$ cat src/hw/rtl/aks_pkg.sv
// Package for the AES-128 key search checker: types, tables and round functions.
package aks_pkg;

  localparam int unsigned IdxW = 40;
  localparam int unsigned PrefixW = 25;
  localparam int unsigned CfgIdxW = 2;
  localparam int unsigned CfgDataW = 64;
  localparam int unsigned NumRounds = 10;

  localparam logic [CfgIdxW-1:0] CFG_CT_HIGH = 2'd0;
  localparam logic [CfgIdxW-1:0] CFG_CT_LOW = 2'd1;
  localparam logic [CfgIdxW-1:0] CFG_PREFIX = 2'd2;

  localparam logic [31:0] RANGE_LO = 32'h41414141;
  localparam logic [31:0] RANGE_HI = 32'h5a5a5a5a;
  localparam logic [31:0] TAG_HI = 32'h43727970;
  localparam logic [31:0] TAG_LO = 32'h546f6f6c;
  localparam logic [31:0] KEY_W2_FILL = 32'h7fffffff;
  localparam logic [31:0] KEY_W3 = 32'hffffffff;

  typedef struct packed {
    logic [IdxW-1:0] idx;
    logic [127:0]    key;
    logic [127:0]    st;
  } aks_item_t;

  localparam logic [7:0] RCON_TBL [NumRounds] = '{
    8'h01, 8'h02, 8'h04, 8'h08, 8'h10, 8'h20, 8'h40, 8'h80, 8'h1b, 8'h36
  };

  localparam logic [7:0] SBOX [256] = '{
    8'h63,8'h7c,8'h77,8'h7b,8'hf2,8'h6b,8'h6f,8'hc5,8'h30,8'h01,8'h67,8'h2b,8'hfe,8'hd7,8'hab,8'h76,
    8'hca,8'h82,8'hc9,8'h7d,8'hfa,8'h59,8'h47,8'hf0,8'had,8'hd4,8'ha2,8'haf,8'h9c,8'ha4,8'h72,8'hc0,
    8'hb7,8'hfd,8'h93,8'h26,8'h36,8'h3f,8'hf7,8'hcc,8'h34,8'ha5,8'he5,8'hf1,8'h71,8'hd8,8'h31,8'h15,
    8'h04,8'hc7,8'h23,8'hc3,8'h18,8'h96,8'h05,8'h9a,8'h07,8'h12,8'h80,8'he2,8'heb,8'h27,8'hb2,8'h75,
    8'h09,8'h83,8'h2c,8'h1a,8'h1b,8'h6e,8'h5a,8'ha0,8'h52,8'h3b,8'hd6,8'hb3,8'h29,8'he3,8'h2f,8'h84,
    8'h53,8'hd1,8'h00,8'hed,8'h20,8'hfc,8'hb1,8'h5b,8'h6a,8'hcb,8'hbe,8'h39,8'h4a,8'h4c,8'h58,8'hcf,
    8'hd0,8'hef,8'haa,8'hfb,8'h43,8'h4d,8'h33,8'h85,8'h45,8'hf9,8'h02,8'h7f,8'h50,8'h3c,8'h9f,8'ha8,
    8'h51,8'ha3,8'h40,8'h8f,8'h92,8'h9d,8'h38,8'hf5,8'hbc,8'hb6,8'hda,8'h21,8'h10,8'hff,8'hf3,8'hd2,
    8'hcd,8'h0c,8'h13,8'hec,8'h5f,8'h97,8'h44,8'h17,8'hc4,8'ha7,8'h7e,8'h3d,8'h64,8'h5d,8'h19,8'h73,
    8'h60,8'h81,8'h4f,8'hdc,8'h22,8'h2a,8'h90,8'h88,8'h46,8'hee,8'hb8,8'h14,8'hde,8'h5e,8'h0b,8'hdb,
    8'he0,8'h32,8'h3a,8'h0a,8'h49,8'h06,8'h24,8'h5c,8'hc2,8'hd3,8'hac,8'h62,8'h91,8'h95,8'he4,8'h79,
    8'he7,8'hc8,8'h37,8'h6d,8'h8d,8'hd5,8'h4e,8'ha9,8'h6c,8'h56,8'hf4,8'hea,8'h65,8'h7a,8'hae,8'h08,
    8'hba,8'h78,8'h25,8'h2e,8'h1c,8'ha6,8'hb4,8'hc6,8'he8,8'hdd,8'h74,8'h1f,8'h4b,8'hbd,8'h8b,8'h8a,
    8'h70,8'h3e,8'hb5,8'h66,8'h48,8'h03,8'hf6,8'h0e,8'h61,8'h35,8'h57,8'hb9,8'h86,8'hc1,8'h1d,8'h9e,
    8'he1,8'hf8,8'h98,8'h11,8'h69,8'hd9,8'h8e,8'h94,8'h9b,8'h1e,8'h87,8'he9,8'hce,8'h55,8'h28,8'hdf,
    8'h8c,8'ha1,8'h89,8'h0d,8'hbf,8'he6,8'h42,8'h68,8'h41,8'h99,8'h2d,8'h0f,8'hb0,8'h54,8'hbb,8'h16
  };

  localparam logic [7:0] INV_SBOX [256] = '{
    8'h52,8'h09,8'h6a,8'hd5,8'h30,8'h36,8'ha5,8'h38,8'hbf,8'h40,8'ha3,8'h9e,8'h81,8'hf3,8'hd7,8'hfb,
    8'h7c,8'he3,8'h39,8'h82,8'h9b,8'h2f,8'hff,8'h87,8'h34,8'h8e,8'h43,8'h44,8'hc4,8'hde,8'he9,8'hcb,
    8'h54,8'h7b,8'h94,8'h32,8'ha6,8'hc2,8'h23,8'h3d,8'hee,8'h4c,8'h95,8'h0b,8'h42,8'hfa,8'hc3,8'h4e,
    8'h08,8'h2e,8'ha1,8'h66,8'h28,8'hd9,8'h24,8'hb2,8'h76,8'h5b,8'ha2,8'h49,8'h6d,8'h8b,8'hd1,8'h25,
    8'h72,8'hf8,8'hf6,8'h64,8'h86,8'h68,8'h98,8'h16,8'hd4,8'ha4,8'h5c,8'hcc,8'h5d,8'h65,8'hb6,8'h92,
    8'h6c,8'h70,8'h48,8'h50,8'hfd,8'hed,8'hb9,8'hda,8'h5e,8'h15,8'h46,8'h57,8'ha7,8'h8d,8'h9d,8'h84,
    8'h90,8'hd8,8'hab,8'h00,8'h8c,8'hbc,8'hd3,8'h0a,8'hf7,8'he4,8'h58,8'h05,8'hb8,8'hb3,8'h45,8'h06,
    8'hd0,8'h2c,8'h1e,8'h8f,8'hca,8'h3f,8'h0f,8'h02,8'hc1,8'haf,8'hbd,8'h03,8'h01,8'h13,8'h8a,8'h6b,
    8'h3a,8'h91,8'h11,8'h41,8'h4f,8'h67,8'hdc,8'hea,8'h97,8'hf2,8'hcf,8'hce,8'hf0,8'hb4,8'he6,8'h73,
    8'h96,8'hac,8'h74,8'h22,8'he7,8'had,8'h35,8'h85,8'he2,8'hf9,8'h37,8'he8,8'h1c,8'h75,8'hdf,8'h6e,
    8'h47,8'hf1,8'h1a,8'h71,8'h1d,8'h29,8'hc5,8'h89,8'h6f,8'hb7,8'h62,8'h0e,8'haa,8'h18,8'hbe,8'h1b,
    8'hfc,8'h56,8'h3e,8'h4b,8'hc6,8'hd2,8'h79,8'h20,8'h9a,8'hdb,8'hc0,8'hfe,8'h78,8'hcd,8'h5a,8'hf4,
    8'h1f,8'hdd,8'ha8,8'h33,8'h88,8'h07,8'hc7,8'h31,8'hb1,8'h12,8'h10,8'h59,8'h27,8'h80,8'hec,8'h5f,
    8'h60,8'h51,8'h7f,8'ha9,8'h19,8'hb5,8'h4a,8'h0d,8'h2d,8'he5,8'h7a,8'h9f,8'h93,8'hc9,8'h9c,8'hef,
    8'ha0,8'he0,8'h3b,8'h4d,8'hae,8'h2a,8'hf5,8'hb0,8'hc8,8'heb,8'hbb,8'h3c,8'h83,8'h53,8'h99,8'h61,
    8'h17,8'h2b,8'h04,8'h7e,8'hba,8'h77,8'hd6,8'h26,8'he1,8'h69,8'h14,8'h63,8'h55,8'h21,8'h0c,8'h7d
  };

  function automatic logic [7:0] xtime(logic [7:0] a);
    return {a[6:0], 1'b0} ^ (a[7] ? 8'h1b : 8'h00);
  endfunction

  function automatic logic [31:0] sub_rot_word(logic [31:0] w, logic [7:0] rcon);
    logic [31:0] r;
    r = {w[23:0], w[31:24]};
    return {SBOX[r[31:24]] ^ rcon, SBOX[r[23:16]], SBOX[r[15:8]], SBOX[r[7:0]]};
  endfunction

  // Next round key, word 0 at the top.
  function automatic logic [127:0] key_fwd(logic [127:0] k, logic [7:0] rcon);
    logic [31:0] w0, w1, w2, w3;
    w0 = k[127:96] ^ sub_rot_word(k[31:0], rcon);
    w1 = k[95:64] ^ w0;
    w2 = k[63:32] ^ w1;
    w3 = k[31:0] ^ w2;
    return {w0, w1, w2, w3};
  endfunction

  // Previous round key; rcon is the one used to build k.
  function automatic logic [127:0] key_inv(logic [127:0] k, logic [7:0] rcon);
    logic [31:0] w0, w1, w2, w3;
    w3 = k[31:0] ^ k[63:32];
    w2 = k[63:32] ^ k[95:64];
    w1 = k[95:64] ^ k[127:96];
    w0 = k[127:96] ^ sub_rot_word(w3, rcon);
    return {w0, w1, w2, w3};
  endfunction

  // Byte n of the state sits at bits 127-8n downward; byte 4c+r is row r, column c.
  function automatic logic [127:0] inv_shift_sub(logic [127:0] s);
    logic [127:0] t;
    int unsigned src;
    t = '0;
    for (int c = 0; c < 4; c++) begin
      for (int r = 0; r < 4; r++) begin
        src = 4 * ((c + 4 - r) % 4) + r;
        t[127 - 8 * (4 * c + r) -: 8] = INV_SBOX[s[127 - 8 * src -: 8]];
      end
    end
    return t;
  endfunction

  function automatic logic [127:0] inv_mix(logic [127:0] s);
    logic [127:0] t;
    logic [7:0] a [4];
    logic [7:0] x2 [4];
    logic [7:0] x4 [4];
    logic [7:0] x8 [4];
    t = '0;
    for (int c = 0; c < 4; c++) begin
      for (int r = 0; r < 4; r++) begin
        a[r] = s[127 - 8 * (4 * c + r) -: 8];
        x2[r] = xtime(a[r]);
        x4[r] = xtime(x2[r]);
        x8[r] = xtime(x4[r]);
      end
      for (int r = 0; r < 4; r++) begin
        // 14*a[r] ^ 11*a[r+1] ^ 13*a[r+2] ^ 9*a[r+3]
        t[127 - 8 * (4 * c + r) -: 8] =
            (x8[r] ^ x4[r] ^ x2[r]) ^
            (x8[(r + 1) % 4] ^ x2[(r + 1) % 4] ^ a[(r + 1) % 4]) ^
            (x8[(r + 2) % 4] ^ x4[(r + 2) % 4] ^ a[(r + 2) % 4]) ^
            (x8[(r + 3) % 4] ^ a[(r + 3) % 4]);
      end
    end
    return t;
  endfunction

endpackage

$ cat src/hw/rtl/aks_key_stage.sv
// One pipelined round of the forward key expansion.
module aks_key_stage #(
  parameter logic [7:0] Rcon = 8'h01
) (
  input  logic              clk_i,
  input  logic              rst_ni,
  input  logic              en_i,
  input  logic              valid_i,
  input  aks_pkg::aks_item_t item_i,
  input  logic [127:0]      ct_i,
  output logic              valid_o,
  output aks_pkg::aks_item_t item_o
);
  import aks_pkg::*;

  logic      valid_q;
  aks_item_t item_d, item_q;

  // st carries ct ^ key, which the last stage hands to the decrypt rounds
  always_comb begin
    item_d.idx = item_i.idx;
    item_d.key = key_fwd(item_i.key, Rcon);
    item_d.st  = ct_i ^ item_d.key;
  end

  always_ff @(posedge clk_i or negedge rst_ni) begin
    if (!rst_ni) begin
      valid_q <= 1'b0;
    end else if (en_i) begin
      valid_q <= valid_i;
    end
  end

  always_ff @(posedge clk_i) begin
    if (en_i) begin
      item_q <= item_d;
    end
  end

  assign valid_o = valid_q;
  assign item_o  = item_q;

endmodule

$ cat config.mk
export PLATFORM = sky130hd
export DESIGN_NAME = aks_key_stage
export DESIGN_NICKNAME = d
export VERILOG_FILES = /design/src/hw/rtl/aks_pkg.sv /design/src/hw/rtl/aks_key_stage.sv
export SDC_FILE = /design/constraint.sdc
export NUM_CORES = 1
export LEC_CHECK = 0
export CORE_MARGIN = 1.5
export CORE_UTILIZATION = 30
export CTS_BUF_LIST = sky130_fd_sc_hd__clkbuf_2 sky130_fd_sc_hd__clkbuf_4 sky130_fd_sc_hd__clkbuf_8
export DETAILED_ROUTE_END_ITERATION = 8
export DONT_BUFFER_PORTS = 1
export PLACE_DENSITY_LB_ADDON = 0.12
export SLEW_MARGIN = 20
export SYNTH_ARGS = -nofsm -noshare
export SYNTH_HDL_FRONTEND = slang
export SYNTH_SLANG_ARGS = --single-unit
$ cat constraint.sdc
create_clock -name clk_i -period 0.85 [get_ports clk_i]
set_input_delay 0.17 -clock clk_i [delete_from_list [all_inputs] [get_ports clk_i]]
set_output_delay 0.17 -clock clk_i [all_outputs]
set_load 0.01 [all_outputs]
-- Word-level counts from Yosys, hierarchy flattened
Memory sizes are Yosys's and may differ from the RTL's.
Index checks and enable logic that the tools add are counted.
- register bits after elaboration: 297
- bits in read-only memories: 8192
- input bits: 428
- output and inout bits: 297
- word-level logic and storage cells: 30
- memories: 4
- order comparisons: 4
- mux-type cells: 8
- bitwise gates (word level): 10
- memories (memory ; words ; width ; rd ports ; clocked after memory_dff ; wr ports ; RTL line ; RTL):
    (no name shown) ; 256 ; 8 ; 1 ; 0 ; 0 ; aks_pkg.sv:76 ; return {SBOX[r[31:24]] ^ rcon, SBOX[r[23:16]], SBOX[r[15:8]], SBOX[r[7:0]]};
    (no name shown) ; 256 ; 8 ; 1 ; 0 ; 0 ; aks_pkg.sv:76 ;
    (no name shown) ; 256 ; 8 ; 1 ; 0 ; 0 ; aks_pkg.sv:76 ;
    (no name shown) ; 256 ; 8 ; 1 ; 0 ; 0 ; aks_pkg.sv:76 ;
- operators by type and width (kind ; number):
    128-bit bitwise XOR ; 1
    32-bit bitwise XOR ; 4
    8-bit two-way mux ; 8
    9-bit >= comparator (second input constant) ; 4
    8-bit NOT with 9-bit output ; 4
    1-bit NOT ; 1

-- Longest topological paths before layout
- depth after elaboration: 10
- gate-level depth with buffers: 15
- depth with buffers taken out: 10

-- Worst setup path before layout
OpenSTA, ideal clock, no wires.
- kind: input port to flip-flop
- start: input port item_i[136] (netlist name)
- end: register item_q, in the netlist item_o[16] (data pin)
- library setup time: 268 ps
- arrival: 3655 ps
- data required time: 582 ps
- path slack: -3073 ps
- stages on the path: 12
- buffers on the path: 4
- path through: buf_2 > buf_2 > buf_1 > inv_1 > ha_1 > buf_2 > nand2b_1 > mux4_2 > mux4_2 > and3_4 > nor4_4 > xnor3_1
- RTL lines (what ; RTL line ; RTL):
    start, declared ; aks_key_stage.sv:9 ; input aks_pkg::aks_item_t item_i,
    end signal, assigned ; aks_key_stage.sv:36 ; item_q <= item_d;
    end, declared ; aks_key_stage.sv:17 ; aks_item_t item_d, item_q;

==> reports/qor.yml <==
outcome:
  status: "finished, violations left"
  violations: "negative hold slack, negative setup slack"
power_and_ir_drop:
  p_switching_uw: 20860
  clkPwrFrac: 0.227
  peakVddDrop_mv: 1.222
  leakagePower_uw: 0.01677
  switching_share: 0.3334
  p_per_area_mw_per_mm2: 1470
  p_int_uw: 41710
  seq_power_share: 0.372
  power_frac_comb: 0.401
drt:
  wl_per_cell_um: 27.47
  routed_wl_mm: 136.3
  postRouteAntennaNets: 0
  vias: 28879
  via_per_inst: 5.819
  drc: 0
  dr.pass1.iters: 6
  drtIter0Drc: 2954
sta:
  rsz0062_at_grt: "yes"
  finalSetupTns_ns: -449.04
  fin_hold_ws_ns: -0.3919
  finalMaxSlewViolations: 0
  hold_viol: 268
  slew_headroom: 0.4977
  finalSetupViolations: 553
  fmax_mhz: 419.7
  fin_skew_ns: 0
  tightestPinTransition_ns: 0.7441
  fin_crit_ns: 2.382
  fin_ws_ns: -1.532
  fin_crit_sh: 2.803
placement:
  place_hpwl_mm: 95.01
  port_buffers: 0
  routabilityCongestion: 0.9716
  dp_slack_ns: -2.382
worst_setup_path:
  startpoint_type: "primary input"
  crit_family: "multiplexers"
  regToRegStartpoint: "valid_o$_DFFE_PN0P_"
  crit_buf_inv: 3
  critPathCaptureType: "flop"
  cp_slowest_stage_delay_ns: 0.52
  r2r_slack_ns: 0.10
  path_cells: "clkinvlp_4 -> ha_4 -> buf_12 -> buf_4 -> mux2i_1 -> nor2_1 -> o311a_1 -> a31o_2 -> mux4_2 -> xor2_4 -> xor3_1"
  crit_slowest_cell: "mux4_2"
  setup.worst_path.start: "item_i[137]"
  critPathRequiredTime_ns: 1.28
  cp_max_fo: 33
  critPathArrivalTime_ns: 2.81
  crit_type: "primary input to flop"
hold_path:
  worstHoldStart: "en_i"
  hold_path.class: "primary input to flop"
clock_tree:
  clockRootBuffer: "clkbuf_8"
  insertion_delay_ns: 0.69
  htree_levels: 2
  tritoncts: "done"
  cts_sinks: 297
  numCtsBuffers: 53
  clockBufferDepth: 3
  clk_pin_slew_ns: 0.07
logic_synthesis:
  synth_nets: 3335
  synth_edf_count: 296
  syn_inst: 2847
  yosysWarningCount: 0
  netlist_area_sq_mm: 0.02779
  ys_types: 95
  synth_seq_cells: 297
  synthFlopType: "edfxtp_1"
  synth_seq_area_share: 0.3208
  avgSynthCellArea_sq_um: 9.760
  synthArstFlopShare: 0.003367
global_route:
  gr-total-overflow: 0
  antenna_found_initial: 1
  grt_pass1_wl_mm: 195.8
  grt_max_degree: 298
  grt_pass1_vias: 28886
  grt_use_total: 0.2743
die:
  core_area_sq_mm: 0.09166
  die_area_sq_mm: 0.09446
  start_util: 0.3032
  rows: 111
  io_pins: 725
  die_height_um: 307.3
  die_w_um: 307.3
cells_and_area:
  num-nets-final: 4223
  final_core_util: 0.4644
  area_growth_pct: 53.19
  layout-drive-gt1-share: 0.4063
job:
  drv_cap: 0
==> metal layers <==
layer	vias up	global-route usage	wire length, um
met5	-	0	0
met4	0	0.1099	6108
met3	349	0.05526	11830
met2	1679	0.4471	63480
met1	14281	0.3548	54910
li1	12570	-	-
==> repair_timing <==
action	4_1_cts	5_1_grt
hold buffers	240	4
cloned	1	0
endpoints found under the setup margin	553	553
resized for setup	487	198
setup buffers	108	48
hold endpoints to repair	585	349
pin swaps	164	143
==> sequential cells by signal, indices dropped and copies added, names as in the netlist <==
| name | flops |
|---|---|
| valid_o | 1 |
| item_o | 296 |
==> synth_stat cells (all sizes together), types with 14 or more instances <==
master   instances  area [sq um]
o211ai          41         307.8
and3            28         180.2
clkbuf         145         545.5
o311ai          43         376.6
mux2i           38         384.1
edfxtp         296          8889
nand2          149         561.8
a22oi           19         142.6
buf            153         743.2
inv             62         232.7
nor3b           14         105.1
o32ai           14         130.1
nand3           69         345.3
mux4            56          1261
ha              60         750.7
xor2           103         939.7
and2            27         168.9
or2             24         150.1
o21ai          140         700.7
a21o            16         120.1
a311oi          41         376.6
nor2b           82         513.0
xnor3           75          1689
xnor2          217          1961
a2111oi         25         219.0
nand2b          92         575.6
nor3            82         410.4
a311o           17         170.2
a211oi          48         360.4
o21a            18         135.1
a31oi           58         362.9
mux2            21         236.5
a21oi          143         715.7
o31ai           25         187.7
o221ai          30         262.8
nor2           162         613.1
==> worst paths after layout <==
path                                    endpoint  cells past startpoint
setup / recovery            item_o[83]$_DFFE_PP_                     11
hold / removal             item_o[173]$_DFFE_PP_                      0
setup reg to reg             valid_o$_DFFE_PN0P_                      1
hold reg to reg              valid_o$_DFFE_PN0P_                      1
max in group asynchronous    valid_o$_DFFE_PN0P_                      2
min in group asynchronous    valid_o$_DFFE_PN0P_                      2
==> cell type report <==
class	instances	area [sq um]
inverters	66	289.0
well taps	1186	1484
diodes	1	2.502
fillers	8603	49090
clock buffers	73	879.6
repair buffers	1131	10160
multi-input cells	2186	20640
clock inverters	23	198.9
flip-flops and latches	297	8914
==> metrics by stage <==
stage | total power, uW | hold WS, ns | cells | instance area, sq um
floorplan | 35080 | -0.1256 | 2847 | 28860
global placement | 42920 | -0.1256 | 4504 | 34800
detailed placement | 42950 | -0.1256 | 4504 | 34800
CTS | 61620 | -0.4743 | 4932 | 41380
global route | 65020 | -0.4502 | 4963 | 42570
finish | 62570 | -0.3919 | 4963 | 42570
==> placed cells by master, fill, tap and decap left out, types with 18 or more instances in the layout <==
master / synthesis / routed
xnor2_1: 209 / 158
buf_4: 4 / 690
nor3_2: 0 / 18
ha_4: 0 / 21
xor2_1: 98 / 82
a31oi_1: 58 / 46
mux2i_1: 37 / 35
and3_1: 27 / 22
a211oi_1: 48 / 30
a21oi_1: 143 / 121
o21ai_1: 1 / 23
xnor2_2: 8 / 44
nand3_1: 69 / 64
nand2b_1: 92 / 80
buf_12: 0 / 34
o211ai_1: 41 / 41
inv_1: 60 / 40
nor2b_1: 82 / 63
ha_1: 60 / 34
o21ai_0: 139 / 105
dlygate4sd3_1: 0 / 244
nor3_1: 82 / 61
a21oi_2: 0 / 21
o221ai_1: 30 / 20
a311oi_1: 40 / 30
edfxtp_1: 296 / 296
clkbuf_4: 0 / 20
clkbuf_8: 0 / 53
o311ai_0: 42 / 19
nor2_1: 160 / 131
nand2_1: 148 / 133
buf_6: 3 / 154
xnor3_1: 75 / 74
mux4_2: 56 / 56
==> kinds of logic (layout without fill, tap and decap cells) <==
family                     Yosys count  after routing  share of synthesized area
AOI/OAI and AO/OA                  820            820                     0.2098
other                                0              1                          0
DFF                                297            297                     0.3208
and+or+nand+nor                    786            786                     0.1457
muxes                              115            115                    0.06772
buffers and inverters              364           1293                    0.05529
adders and majority gates           60             60                    0.02702
xor gates and xnor gates           405            405                     0.1737
==> power groups by stage <==
| stage | clock network (uW) | logic (uW) | registers [uW] |
|---|---|---|---|
| after floorplan | 0 | 12500 | 22600 |
| after global placement | 0 | 19300 | 23600 |
| after detailed placement | 0 | 19500 | 23500 |
| after CTS | 14700 | 23600 | 23300 |
| after global routing | 15200 | 26300 | 23500 |
| final | 14200 | 25100 | 23300 |
Power figures use the tool's default switching activity.
